## config.mk

```make
export PLATFORM = sky130hd
export DESIGN_NAME = addressed_frame_receiver
export DESIGN_NICKNAME = d
export VERILOG_FILES = /design/src/rtl/afr_pkg.sv /design/src/rtl/afr_csum.sv /design/src/rtl/afr_fsm.sv /design/src/rtl/addressed_frame_receiver.sv
export SDC_FILE = /design/constraint.sdc
export NUM_CORES = 1
export LEC_CHECK = 0
export BUFFER_PORTS_ARGS = -buffer_cell sky130_fd_sc_hd__buf_2
export CAP_MARGIN = 10
export CORE_UTILIZATION = 60
export DETAILED_ROUTE_END_ITERATION = 10
export PLACE_DENSITY = 0.93
export SLEW_MARGIN = 25
export SYNTH_ARGS = -nofsm -noshare
export SYNTH_HDL_FRONTEND = slang
export SYNTH_HIERARCHICAL = 1
export SYNTH_SLANG_ARGS = --single-unit
```

## constraint.sdc

```tcl
create_clock -name clk -period 7.1 [get_ports clk]
set_clock_uncertainty 0.05 [all_clocks]
set_input_delay 0.355 -clock clk [delete_from_list [all_inputs] [get_ports clk]]
set_output_delay 0.355 -clock clk [all_outputs]
set_load 0.05 [all_outputs]
```

## src/rtl/afr_pkg.sv

```systemverilog
// afr_pkg: types, codes and constants shared by the addressed frame receiver
// no dependencies
`default_nettype none

package afr_pkg;

  localparam logic [7:0] SYNC_BYTE = 8'hFF;
  localparam logic [7:0] CHECK_MOD = 8'd255;
  localparam int unsigned CFG_IDX_W = 2;

  localparam logic [CFG_IDX_W-1:0] CFG_MAGIC = 2'd0;
  localparam logic [CFG_IDX_W-1:0] CFG_OWN   = 2'd1;
  localparam logic [CFG_IDX_W-1:0] CFG_BCAST = 2'd2;

  localparam logic [7:0] MAGIC_RST = 8'd0;
  localparam logic [7:0] OWN_RST   = 8'd0;
  localparam logic [7:0] BCAST_RST = 8'd255;

  typedef enum logic [3:0] {
    PH_HUNT  = 4'd0,
    PH_MAGIC = 4'd1,
    PH_DEST  = 4'd2,
    PH_SRC   = 4'd3,
    PH_DATA0 = 4'd4,
    PH_DATA1 = 4'd5,
    PH_DATA2 = 4'd6,
    PH_DATA3 = 4'd7,
    PH_CHECK = 4'd8
  } phase_t;

  typedef struct packed {
    logic clr;
    logic add;
  } csum_ctl_t;

  typedef struct packed {
    logic [7:0]  source_address;
    logic [7:0]  payload_0;
    logic [7:0]  payload_1;
    logic [7:0]  payload_2;
    logic [7:0]  payload_3;
    logic        checksum_ok;
    logic [15:0] frame_number;
  } result_t;

endpackage

`default_nettype wire

```

## src/rtl/afr_csum.sv

```systemverilog
// afr_csum: running checksum of the data bytes, kept reduced mod 255
// depends on afr_pkg
`default_nettype none

module afr_csum
  import afr_pkg::*;
(
  input  wire logic      clk,
  input  wire logic      rst_n,
  input  wire csum_ctl_t ctl,
  input  wire logic [7:0] data_byte,
  output logic [7:0]     acc
);

  logic [7:0] acc_r;
  logic [7:0] acc_nxt;
  logic [8:0] sum;

  always_comb begin
    sum = {1'b0, acc_r} + {1'b0, data_byte};
    acc_nxt = acc_r;
    if (ctl.clr) begin
      acc_nxt = 8'd0;
    end else if (ctl.add) begin
      if (sum >= {1'b0, CHECK_MOD}) begin
        acc_nxt = 8'(sum - {1'b0, CHECK_MOD});
      end else begin
        acc_nxt = sum[7:0];
      end
    end
  end

  always_ff @(posedge clk) begin
    if (!rst_n) begin
      acc_r <= 8'd0;
    end else begin
      acc_r <= acc_nxt;
    end
  end

  assign acc = acc_r;

endmodule

`default_nettype wire

```

## src/rtl/afr_fsm.sv

```systemverilog
// afr_fsm: frame phase tracking, address filter, field latches and frame counter
// depends on afr_pkg
`default_nettype none

module afr_fsm
  import afr_pkg::*;
(
  input  wire logic       clk,
  input  wire logic       rst_n,
  input  wire logic       fire,
  input  wire logic [7:0] data_byte,
  input  wire logic [7:0] magic_byte,
  input  wire logic [7:0] own_address,
  input  wire logic [7:0] bcast_addr,
  input  wire logic [7:0] csum_acc,
  output csum_ctl_t       csum_ctl,
  output logic            emit,
  output result_t         result
);

  phase_t      phase_r, phase_nxt;
  logic [7:0]  sender_r;
  logic [7:0]  payload_r [4];
  logic [15:0] frame_cnt_r;

  always_comb begin
    phase_nxt = phase_r;
    csum_ctl  = '0;
    unique case (phase_r)
      PH_MAGIC: begin
        if (data_byte == magic_byte) begin
          phase_nxt = PH_DEST;
        end else if (data_byte != SYNC_BYTE) begin
          phase_nxt = PH_HUNT;
        end
      end
      PH_DEST: begin
        if (data_byte == own_address || data_byte == bcast_addr) begin
          phase_nxt = PH_SRC;
        end else begin
          phase_nxt = PH_HUNT;
        end
      end
      PH_SRC: begin
        phase_nxt    = PH_DATA0;
        csum_ctl.clr = fire;
      end
      PH_DATA0: begin
        phase_nxt    = PH_DATA1;
        csum_ctl.add = fire;
      end
      PH_DATA1: begin
        phase_nxt    = PH_DATA2;
        csum_ctl.add = fire;
      end
      PH_DATA2: begin
        phase_nxt    = PH_DATA3;
        csum_ctl.add = fire;
      end
      PH_DATA3: begin
        phase_nxt    = PH_CHECK;
        csum_ctl.add = fire;
      end
      PH_CHECK: begin
        phase_nxt = PH_HUNT;
      end
      default: begin
        phase_nxt = (data_byte == SYNC_BYTE) ? PH_MAGIC : PH_HUNT;
      end
    endcase
  end

  always_ff @(posedge clk) begin
    if (!rst_n) begin
      phase_r     <= PH_HUNT;
      sender_r    <= 8'd0;
      frame_cnt_r <= 16'd0;
    end else if (fire) begin
      phase_r <= phase_nxt;
      if (phase_r == PH_SRC) begin
        sender_r <= data_byte;
      end
      if (phase_r == PH_CHECK) begin
        frame_cnt_r <= frame_cnt_r + 16'd1;
      end
    end
  end

  // data bytes, no reset needed
  always_ff @(posedge clk) begin
    if (fire) begin
      case (phase_r)
        PH_DATA0: payload_r[0] <= data_byte;
        PH_DATA1: payload_r[1] <= data_byte;
        PH_DATA2: payload_r[2] <= data_byte;
        PH_DATA3: payload_r[3] <= data_byte;
        default: ;
      endcase
    end
  end

  assign emit = (phase_r == PH_CHECK);

  always_comb begin
    result.source_address = sender_r;
    result.payload_0      = payload_r[0];
    result.payload_1      = payload_r[1];
    result.payload_2      = payload_r[2];
    result.payload_3      = payload_r[3];
    result.checksum_ok    = (data_byte == csum_acc);
    result.frame_number   = frame_cnt_r;
  end

endmodule

`default_nettype wire

```

## src/rtl/addressed_frame_receiver.sv

```systemverilog
// addressed_frame_receiver: top level with input register, config registers
// and result register; depends on afr_pkg, afr_csum, afr_fsm
//
// Usage:
//   in_valid/in_ready/in_rx_byte carries one received serial byte per
//   transaction. Frames are sync 0xFF, magic, destination, source, four data
//   bytes, checksum. Extra 0xFF bytes before the magic byte are skipped.
//   Frames whose destination matches neither own nor broadcast address are
//   dropped and the receiver hunts for sync again.
//   out_valid/out_ready carries one result per completed frame, on its
//   checksum byte: source, four data bytes, checksum_ok and frame_number.
//   cfg_we/cfg_index/cfg_wdata writes magic (0), own (1) and broadcast (2)
//   addresses; write only while no frame byte is in flight.
// Timing:
//   one byte per cycle sustained unless a result waits on out_ready; set by
//   the phase register stepping once per byte. out_valid is registered.
// Reset (rst_n low, synchronous): phase returns to sync hunt, frame counter
//   and sender clear, config returns to magic 0, own 0, broadcast 0xFF.
// Stall: while a result waits on out_ready, non-checksum bytes still flow;
//   the next checksum byte holds in the input register and in_ready drops.
`default_nettype none

module addressed_frame_receiver
  import afr_pkg::*;
(
  input  wire logic                 clk,
  input  wire logic                 rst_n,
  input  wire logic                 in_valid,
  output logic                      in_ready,
  input  wire logic [7:0]           in_rx_byte,
  output logic                      out_valid,
  input  wire logic                 out_ready,
  output logic [7:0]                out_source_address,
  output logic [7:0]                out_payload_0,
  output logic [7:0]                out_payload_1,
  output logic [7:0]                out_payload_2,
  output logic [7:0]                out_payload_3,
  output logic                      out_checksum_ok,
  output logic [15:0]               out_frame_number,
  input  wire logic                 cfg_we,
  input  wire logic [CFG_IDX_W-1:0] cfg_index,
  input  wire logic [7:0]           cfg_wdata
);

  logic       byte_vld_r;
  logic [7:0] byte_r;
  logic [7:0] magic_r, own_r, bcast_r;
  logic       out_vld_r;
  result_t    res_r;

  csum_ctl_t  csum_ctl;
  logic [7:0] csum_acc;
  logic       emit;
  result_t    res;
  logic       out_free;
  logic       fire;
  logic       in_fire;

  assign out_free = !out_vld_r || out_ready;
  assign fire     = byte_vld_r && (!emit || out_free);
  assign in_ready = !byte_vld_r || fire;
  assign in_fire  = in_valid && in_ready;

  always_ff @(posedge clk) begin
    if (!rst_n) begin
      magic_r <= MAGIC_RST;
      own_r   <= OWN_RST;
      bcast_r <= BCAST_RST;
    end else if (cfg_we) begin
      unique case (cfg_index)
        CFG_MAGIC: magic_r <= cfg_wdata;
        CFG_OWN:   own_r   <= cfg_wdata;
        CFG_BCAST: bcast_r <= cfg_wdata;
        default: ;
      endcase
    end
  end

  always_ff @(posedge clk) begin
    if (!rst_n) begin
      byte_vld_r <= 1'b0;
    end else if (in_ready) begin
      byte_vld_r <= in_valid;
    end
  end

  always_ff @(posedge clk) begin
    if (in_fire) begin
      byte_r <= in_rx_byte;
    end
  end

  afr_csum u_csum (
    .clk       (clk),
    .rst_n     (rst_n),
    .ctl       (csum_ctl),
    .data_byte (byte_r),
    .acc       (csum_acc)
  );

  afr_fsm u_fsm (
    .clk         (clk),
    .rst_n       (rst_n),
    .fire        (fire),
    .data_byte   (byte_r),
    .magic_byte  (magic_r),
    .own_address (own_r),
    .bcast_addr  (bcast_r),
    .csum_acc    (csum_acc),
    .csum_ctl    (csum_ctl),
    .emit        (emit),
    .result      (res)
  );

  always_ff @(posedge clk) begin
    if (!rst_n) begin
      out_vld_r <= 1'b0;
    end else if (out_free) begin
      out_vld_r <= fire && emit;
    end
  end

  always_ff @(posedge clk) begin
    if (fire && emit) begin
      res_r <= res;
    end
  end

  assign out_valid          = out_vld_r;
  assign out_source_address = res_r.source_address;
  assign out_payload_0      = res_r.payload_0;
  assign out_payload_1      = res_r.payload_1;
  assign out_payload_2      = res_r.payload_2;
  assign out_payload_3      = res_r.payload_3;
  assign out_checksum_ok    = res_r.checksum_ok;
  assign out_frame_number   = res_r.frame_number;

  a_empty_stage_ready: assert property (@(posedge clk) disable iff (!rst_n)
    !byte_vld_r |-> in_ready)
    else $error("input stage empty but not ready");

  a_emit_loads_result: assert property (@(posedge clk) disable iff (!rst_n)
    fire && emit |=> out_vld_r)
    else $error("checksum byte consumed without result");

  a_held_byte_stable: assert property (@(posedge clk) disable iff (!rst_n)
    byte_vld_r && !fire |=> byte_vld_r && $stable(byte_r))
    else $error("held byte lost or changed");

  a_counter_steps: assert property (@(posedge clk) disable iff (!rst_n)
    fire && emit |=> res_r.frame_number == $past(res.frame_number))
    else $error("result frame number mismatch");

endmodule

`default_nettype wire
```

==> out/qor.csv, run 1 <==
metric,value,unit
cts_root_buf,clkbuf_8,
swShare,23.1,%
grt_pass1_wl,23700,µm
die_x,108,µm
cts_sinks,159,
synth_area,6700,µm²
p_leak,2.93,nW
p_switching,0.000483,W
cts_resized,0,
via_per_inst,6.03,
drv_slew,0,
clkTransAtPathRegs,0.07,ns
clockBufferDepth,2,
ys_types,63,
grt_antenna_before_repair,0,
worst_slack,3.61,ns
crit_required,7.53,ns
ios,82,
grt.total_usage,28.2,%
worst_setup_path_end_kind,register,
ys.warnings.count,6,
ys_ff_latch,159,
fin_setup_tns,0,ns
first_pass_iters,8,
synth_fp_nets,557,
fin_crit_sh,49.1,%
worstPathArrival,3.92,ns
pwr-share-clk,47.6,%
cts_max_level,4,
ys_seq_area_share,62.0,%
path_max_fanout,13,
drive_gt1_share,22.2,%
die_area,11600,µm²
num_antenna_cells,0,
rsz0062_at_grt,false,
hold_viol,0,
gp_congestion,0.892,
final_cell_mix,"edfxtp_1, buf_2, dfxtp_1",
rows,38,
max_freq,0.287,GHz
clk-insertion-delay-late,0.54,ns
wire_per_inst,20.6,µm
vdd_ir_drop_max,0.313,mV
routed_wl,15600,µm
powerDensity,266,nW/µm²
drc,0,
first_iter_violations,365,
setup_viol,0,
syn-mean-instance-area,12.8,µm²
ant_nets,0,
seqPwrFrac,48.2,%
worst_slew_pin_slew,1.02,ns
synth-edff-count,97,
dpl.hpwl,9060,µm
post-place-ws,3.84,ns
grt_overflow_total,0,
hp-class,in -> reg,
crit_path_start,u_fsm/phase_r[3],
nets,637,
final_common_cell,edfxtp_1,
critPathLaunchType,register,
pwr-share-comb,4.2,%
slew_headroom,32.0,%
initial_utilization,61.8,%
io_buffers,81,
cts-buffers-inserted,17,
vias,4562,
post_cts_buffers,0,
grt_max_degree,65,
holdWs,0.0516,ns
max-cap-violations,0,
area_growth,17.3,%
synthCells,523,
tritoncts,done,
synth_ff_type,edfxtp_1,
core-area,10800,µm²
cts_hold_buf,7,
min_from,cfg_wdata[5],
ys_async_sr_fraction,0,%
min_period,3.49,ns
status,finished clean,
grt_pass1_vias,4410,
worstReg2RegStart,u_fsm/phase_r[3],
die_h,108,µm
critPathKind,reg -> reg,
p_int,0.00161,W
==> kinds of logic (layout without fill, tap and decap cells) <==
family,Yosys count,after routing,share of synthesized area (%)
flip-flops,159,159,62.0
AND/OR/NAND/NOR,153,153,13.2
AO/OA/AOI/OAI,72,72,7.92
XOR/XNOR,52,52,7.14
buffers and inverters,50,143,3.61
multiplexers,26,26,3.89
adder cells (fa/ha/maj),11,11,2.17
==> final cells by class <==
type,instances,area [µm²]
Clock buffer,17,414
Fill cell,633,2980
Inverter,20,75.1
Multi-Input combinational cell,314,2310
Sequential cell,159,4150
Timing Repair Buffer,91,500
Clock inverter,15,225
Tap cell,140,175
==> path summary, 6_finish.rpt <==
path | to | slack [ns] | depth (start not counted)
setup / recovery | u_csum/acc[2] | 3.61 | 9
hold / removal | magic_r[5] | 0.05 | 3
setup reg to reg | u_csum/acc[2] | 3.61 | 9
hold reg to reg | out_payload_0[0] | 0.36 | 0
==> per-layer routing <==
metal	global-route usage (%)	share of wire, %
met1	34.4	37
met4	13.6	3.7
met2	47.0	50
met3	6.54	8.9
met5	0	0
==> cells in the mapped netlist, drive strengths merged, types with 5 or more instances <==
cell    count  area, µm²
dfxtp      62       1240
nor4        5       31.3
a21oi       8       47.6
clkbuf     17       63.8
nand3      11       60.1
nor3        5       25.0
o211ai      9       67.6
nor2       15       56.3
xnor2      40        358
nor2b      11       68.8
nand4      17        121
and2       13       81.3
nand2      44        168
buf        13        103
inv        20       75.1
mux2i      26        260
or3         5       31.3
o21ai      16       80.1
ha         10        125
edfxtp     97       2910
xor2       12        120
nand4b     11       96.3
a21boi      8       60.1
o21a        5       37.5
==> worst max-delay path, stage by stage, from the launching register on <==
cell,delay (ns)
dfxtp_1,0.54
nor4b_4,0.55
a21boi_0,0.19
buf_4,0.24
nand4_1,0.47
inv_1,0.13
nor2b_1,0.65
nand2_1,0.15
or3_1,0.38
nand3_1,0.08
==> power by group through the flow <==
| stage | clock (W) | combinational, W | sequential, W |
|---|---|---|---|
| final | 0.000996 | 0.0000870 | 0.00101 |
| after global routing | 0.00103 | 0.0000938 | 0.00101 |
| after CTS | 0.000995 | 0.0000850 | 0.00101 |
| after global placement | 0 | 0.0000760 | 0.00103 |
| after detailed placement | 0 | 0.0000795 | 0.00103 |
| after floorplan | 0 | 0.0000734 | 0.00101 |
==> metrics by stage <==
| stage | std cells | util (%) | power, W | instance area (µm²) |
|---|---|---|---|---|
| 4_1_cts | 755 | 72.4 | 0.00209 | 7850 |
| 6_report | 756 | 72.5 | 0.00209 | 7860 |
| 2_1_floorplan | 523 | - | 0.00108 | 6700 |
| 3_5_place_dp | 716 | 65.8 | 0.00111 | 7140 |
| 3_3_place_gp | 716 | 65.8 | 0.00110 | 7130 |
| 5_1_grt | 756 | 72.5 | 0.00214 | 7860 |
==> flip-flops by register name, summed over array words and instances (netlist names) <==
| register | flops |
|---|---|
| out_checksum_ok | 1 |
| out_payload_2 | 8 |
| byte_r | 8 |
| u_fsm/sender_r | 8 |
| u_csum/acc | 8 |
| bcast_r | 8 |
| out_source_address | 8 |
| byte_vld_r | 1 |
| u_fsm/phase_r | 4 |
| out_payload_3 | 8 |
| magic_r | 8 |
| u_fsm/frame_cnt_r | 16 |
| out_frame_number | 16 |
| out_payload_0 | 8 |
| out_payload_1 | 8 |
| out_valid | 1 |
| own_r | 8 |
| u_fsm/payload_r | 32 |
Power figures use the tool's default switching activity.
==> run 2, diff against run 1 <==
Settings changed: ABC_AREA from default to 1, CORE_UTILIZATION 60 to 58, PLACE_DENSITY 0.93 to 0.9.
Clock period 7.1 ns to 3.27 ns, I/O delays scaled along.
==> run 2 against run 1 <==
  * The run now ends with design-rule violations left
  * Via count increased by 13%
  * Final cell count increased by 28%
  * Fmax increased by 34%
  * Clock-buffer cell count increased by 3
==> out/qor.csv, run 2 <==
metric,value,unit,change
ys_ff_latch,159,,unchanged
wl_met1,5860,µm,was 5780 µm
synthCells,700,,was 523
clk-insertion-delay-late,0.42,ns,was 0.54 ns
ys_seq_area_share,59.9,%,was 62.0%
core-area,11500,µm²,"was 10,800 µm²"
fin_cells,964,,was 756
routed.top_layer,met4,,unchanged
hp-class,in -> reg,,unchanged
wire_per_inst,14.9,µm,was 20.6 µm
ys_top_cells_by_area,"edfxtp_1, dfxtp_1, nand2_1",,"was edfxtp_1, dfxtp_1, xnor2_1"
ant_nets,0,,unchanged
synth_common_cells,"nand2_1, edfxtp_1, inv_1, nor2_1, dfxtp_1",,"was edfxtp_1, dfxtp_1, nand2_1, xnor2_1, mux2i_1"
grt.total_usage,24.6,%,was 28.2%
hold_end,out_valid,,was magic_r[5]
min_period,2.61,ns,was 3.49 ns
fin_crit_sh,79.7,%,was 49.1%
status,"finished, violations left",,was finished clean
ios,82,,unchanged
final_cell_mix,"nand2_1, edfxtp_1, inv_1",,"was edfxtp_1, buf_2, dfxtp_1"
pwr-share-clk,44.7,%,was 47.6%
final_common_cell,nand2_1,,was edfxtp_1
met2_length,7200,µm,was 7830 µm
area_growth,19.0,%,was 17.3%
reg2regPathDepth,12,,was 9
max_freq,0.384,GHz,was 0.287 GHz
cts-buffers-inserted,17,,unchanged
clkTransAtPathRegs,0.06,ns,was 0.07 ns
synth_ff_type,edfxtp_1,,unchanged
min_from,out_ready,,was cfg_wdata[5]
gp_congestion,0.913,,was 0.892
wl_met3,880,µm,was 1380 µm
holdWs,0.0866,ns,was 0.0516 ns
drive_gt1_share,21.0,%,was 22.2%
die_h,111,µm,was 108 µm
powerDensity,535,nW/µm²,was 266 nW/µm²
fin_setup_tns,0,ns,unchanged
drc,16,,was 0
synth_top_area_share,42.0,%,was 43.5%
via_per_inst,5.37,,was 6.03
initial_utilization,60.2,%,was 61.8%
first_pass_iters,9,,was 8
top_register,u_fsm/payload_r,,unchanged
max-cap-violations,0,,unchanged
drv_slew,0,,unchanged
synth_area,6930,µm²,was 6700 µm²
grt_pass1_vias,4899,,"was 4,410"
critPathLaunchType,register,,unchanged
dpl.hpwl,9470,µm,was 9060 µm
p_int,0.00346,W,was 0.00161 W
pwr-share-comb,6.4,%,was 4.2%
seqPwrFrac,48.9,%,was 48.2%
grt_max_degree,58,,was 65
p_switching,0.000955,W,was 0.000483 W
path_max_fanout,8,,was 13
nets,842,,was 637
vdd_ir_drop_max,0.307,mV,was 0.313 mV
setup_viol,0,,unchanged
worstReg2RegStart,byte_r[0],,was u_fsm/phase_r[3]
first_iter_violations,643,,was 365
cts_resized,0,,unchanged
p_leak,3.44,nW,was 2.93 nW
worst_slew_pin_slew,0.940,ns,was 1.02 ns
num_antenna_cells,0,,unchanged
grt_overflow_total,0,,unchanged
routed_wl,14400,µm,"was 15,600 µm"
swShare,21.6,%,was 23.1%
ys_async_sr_fraction,0,%,unchanged
worstPathArrival,2.91,ns,was 3.92 ns
grt_pass1_wl,23500,µm,"was 23,700 µm"
worst_setup_path_end_kind,register,,unchanged
die_area,12400,µm²,"was 11,600 µm²"
p_total,0.00441,W,was 0.00209 W
reg2reg_to,u_csum/acc[0],,was u_csum/acc[2]
syn-mean-instance-area,9.91,µm²,was 12.8 µm²
cts_root_buf,clkbuf_16,,was clkbuf_8
synth_fp_nets,734,,was 557
fill_cells,747,,was 633
whs_path_depth,4,,was 3
ys.warnings.count,6,,unchanged
die_x,111,µm,was 108 µm
postLayoutCoreUtil,71.6,%,was 72.5%
largest_register_ffs,32,,unchanged
rows,39,,was 38
r2r_slack,0.66,ns,was 3.61 ns
grt_antenna_before_repair,0,,unchanged
rsz0062_at_grt,false,,unchanged
clockBufferDepth,2,,unchanged
dp.cells,915,,was 716
vias,5174,,"was 4,562"
crit_required,3.57,ns,was 7.53 ns
hold_viol,0,,unchanged
io_buffers,81,,unchanged
violations,design-rule violations,,
slew_headroom,37.4,%,was 32.0%
ys_types,42,,was 63
critPathKind,reg -> reg,,unchanged
synth_top_area_cell,edfxtp_1,,unchanged
cts_sinks,159,,unchanged
synth-edff-count,97,,unchanged
tritoncts,done,,unchanged
cts_max_level,4,,unchanged
yosysMostFrequentCell,nand2_1,,was edfxtp_1
## run 2: changes by cell type after synthesis, sizes merged, moves of 15 or more
cell    change
nor2       +71
nand3      +38
a21oi      +28
mux2i      -26
nand2     +110
clkbuf     -15
xnor2      -17
inv        +70
## run 2: layout make-up
type | count | area, µm² | share of cell area [%]
clock inverters | 12 | 159 | 1.93
clock buffers | 20 | 437 | 5.29
inverters | 92 | 345 | 4.19
well taps | 143 | 179 | 2.17
repair buffers | 109 | 658 | 7.98
multi-input cells | 429 | 2320 | 28.1
flip-flops and latches | 159 | 4150 | 50.4
## run 2: power by group through the flow
stage	logic, W	registers [W]	clock network, W
2_1_floorplan	0.000185	0.00220	0
3_3_place_gp	0.000251	0.00220	0
3_5_place_dp	0.000258	0.00220	0
4_1_cts	0.000277	0.00216	0.00199
5_1_grt	0.000308	0.00216	0.00209
6_report	0.000282	0.00216	0.00197
## run 2: worst max-delay path, cell delays in order (launching register included)
cell and delay (ns):
edfxtp_1 0.40, ha_1 0.25, fa_1 0.55, ha_1 0.18, inv_1 0.07, nor2_2 0.10
nand3_1 0.13, nor2_2 0.12, nand3_1 0.11, nand3_2 0.16, nand2_4 0.10, or2_1 0.23
a21oi_2 0.12
## run 2: metrics by stage
stage / setup WS, ns / cell area [µm²]
6_report: 0.663 / 8250
5_1_grt: 0.495 / 8250
4_1_cts: 0.687 / 8250
3_5_place_dp: 0.728 / 7480
3_3_place_gp: 0.827 / 7480
2_1_floorplan: 0.642 / 6940
## run 2: how the worst max path moves through the flow
| stage | start | endpoint | slack, ns | cells past startpoint |
|---|---|---|---|---|
| 6_report | byte_r[0] | u_csum/acc[0] | 0.66 | 12 |
| 4_1_cts | byte_r[0] | u_csum/acc[0] | 0.69 | 12 |
| 5_1_grt | byte_r[0] | u_csum/acc[0] | 0.50 | 12 |
| 3_3_place_gp | byte_r[0] | u_csum/acc[0] | 0.83 | 12 |
| 3_5_place_dp | byte_r[0] | u_csum/acc[0] | 0.73 | 12 |
| 2_1_floorplan | u_fsm/phase_r[2] | out_checksum_ok | 0.64 | 5 |
## run 2: repair_timing
action / CTS / global route
hold buffers: 17 / 0
buffers inserted: 0 / 0
endpoints found under the hold margin: 19 / 0
## run 2: routing by layer
| metal | track usage (%) | vias to the layer above |
|---|---|---|
| li1 | - | 2500 |
| met1 | 29.2 | 2391 |
| met2 | 42.9 | 243 |
| met3 | 4.79 | 40 |
| met4 | 12.4 | 0 |
| met5 | 0 | - |
## run 2: cells by family (layout without fill, tap and decap cells)
family | Yosys count | after routing | synth area share [%]
xor+xnor | 33 | 33 | 4.17
buf+inv | 112 | 233 | 6.78
flops | 159 | 159 | 59.9
fa+ha+maj | 11 | 11 | 2.09
simple gates | 320 | 320 | 21.6
compound gates | 65 | 65 | 5.47
==> run 3, diff against run 2 <==
Clock period 3.27 ns to 2.5 ns, I/O delays scaled along.
==> run 3 against run 2 <==
  * The run ends with design-rule violations, negative setup slack left
  * Design area rose by 1.7%
  * Final cell count rose by 1.8%
  * Flip-flop and latch count did not move
  * Clock power rose by 18%
  * Non-clock buffer count rose by 17
==> out/qor.csv, run 3 (same netlist as run 2, synthesis figures left out) <==
metric,value,unit,change
grt_antenna_before_repair,0,,unchanged
violations,"design-rule violations, negative setup slack",,was design-rule violations
reg2regPathDepth,14,,was 12
core-area,11500,µm²,unchanged
powerDensity,662,nW/µm²,was 535 nW/µm²
die_h,111,µm,unchanged
nets,859,,was 842
cts_max_level,4,,unchanged
grt_pass1_vias,5318,,"was 4,899"
path_max_fanout,8,,unchanged
cpMaxStageDelayCell,fa_2,,was fa_1
grt.total_usage,26.5,%,was 24.6%
hold_viol,0,,unchanged
via_per_inst,5.46,,was 5.37
postLayoutCoreUtil,72.8,%,was 71.6%
ant_nets,0,,unchanged
worst_slack,-0.158,ns,was 0.663 ns
place_area,7560,µm²,was 7480 µm²
critical_path.max_stage_delay,0.60,ns,was 0.55 ns
cp_top_family,adder cells,,unchanged
crit_required,2.80,ns,was 3.57 ns
final_common_cell,nand2_1,,unchanged
wire_per_inst,16.1,µm,was 14.9 µm
cp_num_buf_inv,2,,was 1
whs_path_depth,3,,was 4
largest_register_ffs,32,,unchanged
cts_root_buf,clkbuf_16,,unchanged
rsz0062_at_grt,true,,was false
drive_gt1_share,23.4,%,was 21.0%
worstPathArrival,2.96,ns,was 2.91 ns
max_freq,0.376,GHz,was 0.384 GHz
grt_pass1_wl,25400,µm,"was 23,500 µm"
clkTransAtPathRegs,0.07,ns,was 0.06 ns
crit_chain,"ha_4, fa_2, ha_4, inv_4, nor2_4, nand3_4, nor2_4, nand3_2, nand3_4, nand2_4, buf_4, nand2_1, nand3_1, a21oi_1",,"was ha_1, fa_1, ha_1, inv_1, nor2_2, nand3_1, nor2_2, nand3_1, nand3_2, nand2_4, or2_1, a21oi_2"
post-place-ws,-0.0516,ns,was 0.728 ns
vias,5358,,"was 5,174"
status,"finished, violations left",,unchanged
max-cap-violations,0,,unchanged
ios,82,,unchanged
worst_setup_path_end_kind,register,,unchanged
cts-buffers-inserted,17,,unchanged
holdWs,0.0656,ns,was 0.0866 ns
first_pass_iters,11,,was 9
setup_viol,5,,was 0
rows,39,,unchanged
min_period,2.66,ns,was 2.61 ns
cts_sinks,159,,unchanged
die_x,111,µm,unchanged
crit_cells,14,,was 12
critPathLaunchType,register,,unchanged
grt_max_degree,40,,was 58
hp-class,in -> reg,,unchanged
first_iter_violations,537,,was 643
fin_crit_sh,106,%,was 79.7%
tritoncts,done,,unchanged
die_area,12400,µm²,unchanged
drv_slew,0,,unchanged
grt_overflow_total,0,,unchanged
slew_headroom,60.1,%,was 37.4%
io_buffers,81,,unchanged
final_cell_mix,"nand2_1, edfxtp_1, inv_1",,unchanged
drc,13,,was 16
area_growth,21.0,%,was 19.0%
routed_wl,15800,µm,"was 14,400 µm"
design_area,8390,µm²,was 8250 µm²
worst_slew_pin_slew,0.599,ns,was 0.940 ns
gp_congestion,0.891,,was 0.913
p_leak,3.50,nW,was 3.44 nW
clockBufferDepth,2,,unchanged
top_register,u_fsm/payload_r,,unchanged
initial_utilization,60.2,%,unchanged
critPathKind,reg -> reg,,unchanged
clk-insertion-delay-late,0.42,ns,about the same
num_antenna_cells,0,,unchanged
dpl.hpwl,9980,µm,was 9470 µm
vdd_ir_drop_max,0.359,mV,was 0.307 mV
## run 3: cell types whose count changed in the layout (fill, tap and decap cells not counted), sizes merged
| cell | before | now |
|---|---|---|
| clkbuf | 20 | 17 |
| clkinv | 7 | 10 |
| dlygate4sd3 | 17 | 18 |
| inv | 93 | 95 |
| bufinv | 3 | 0 |
| buf | 92 | 108 |
| clkinvlp | 1 | 2 |
## run 3: area by class of cell
type	instances	area, µm²
flip-flops and latches	159	4150
fillers	749	3130
multi-input cells	429	2380
repair buffers	126	788
clock buffers	17	425
inverters	92	348
well taps	143	179
clock inverters	15	111
## run 3: through the flow
step | instances | setup TNS [ns] | total power [W]
after global placement | 925 | 0 | 0.00321
after CTS | 980 | -0.180 | 0.00555
final | 981 | -0.329 | 0.00555
after detailed placement | 925 | -0.0516 | 0.00322
after global routing | 981 | -0.585 | 0.00574
after floorplan | 700 | 0 | 0.00312
## run 3: where the power goes
group | total (W) | switching, W | internal (W) | leakage, nW
combinational | 0.000403 | 0.000246 | 0.000157 | 1.85
clock | 0.00233 | 0.00105 | 0.00128 | 0.260
sequential | 0.00282 | 0.0000249 | 0.00280 | 1.39
## run 3: metal layers
layer	wire, µm	vias up	global-route usage [%]
met5	0	-	0
met2	7950	253	46.2
met3	1020	65	5.33
met1	6100	2506	30.3
met4	703	0	15.9
li1	-	2534	-
## run 3: worst paths after layout
kind / slack [ns] / endpoint / startpoint
setup / recovery: -0.16 / u_csum/acc[1] / byte_r[0]
hold / removal: 0.07 / bcast_r[6] / cfg_index[1]
setup reg to reg: -0.16 / u_csum/acc[1] / byte_r[0]
hold reg to reg: 0.36 / out_payload_2[0] / u_fsm/payload_r[2][0]
## run 3: repair_timing
| item | 4_1_cts | 5_1_grt |
|---|---|---|
| buffers inserted | 5 | 1 |
| hold buffers | 18 | 0 |
| resized for setup | 11 | 2 |
| hold endpoints to repair | 29 | 0 |
| pin swaps | 8 | 3 |
| setup endpoints to repair | 7 | 7 |
## run 3: tightest hold or removal path, delay by kind of cell
family	cells	cell delay, ns
buffers and inverters	1	0.18
AND/OR/NAND/NOR	2	0.18
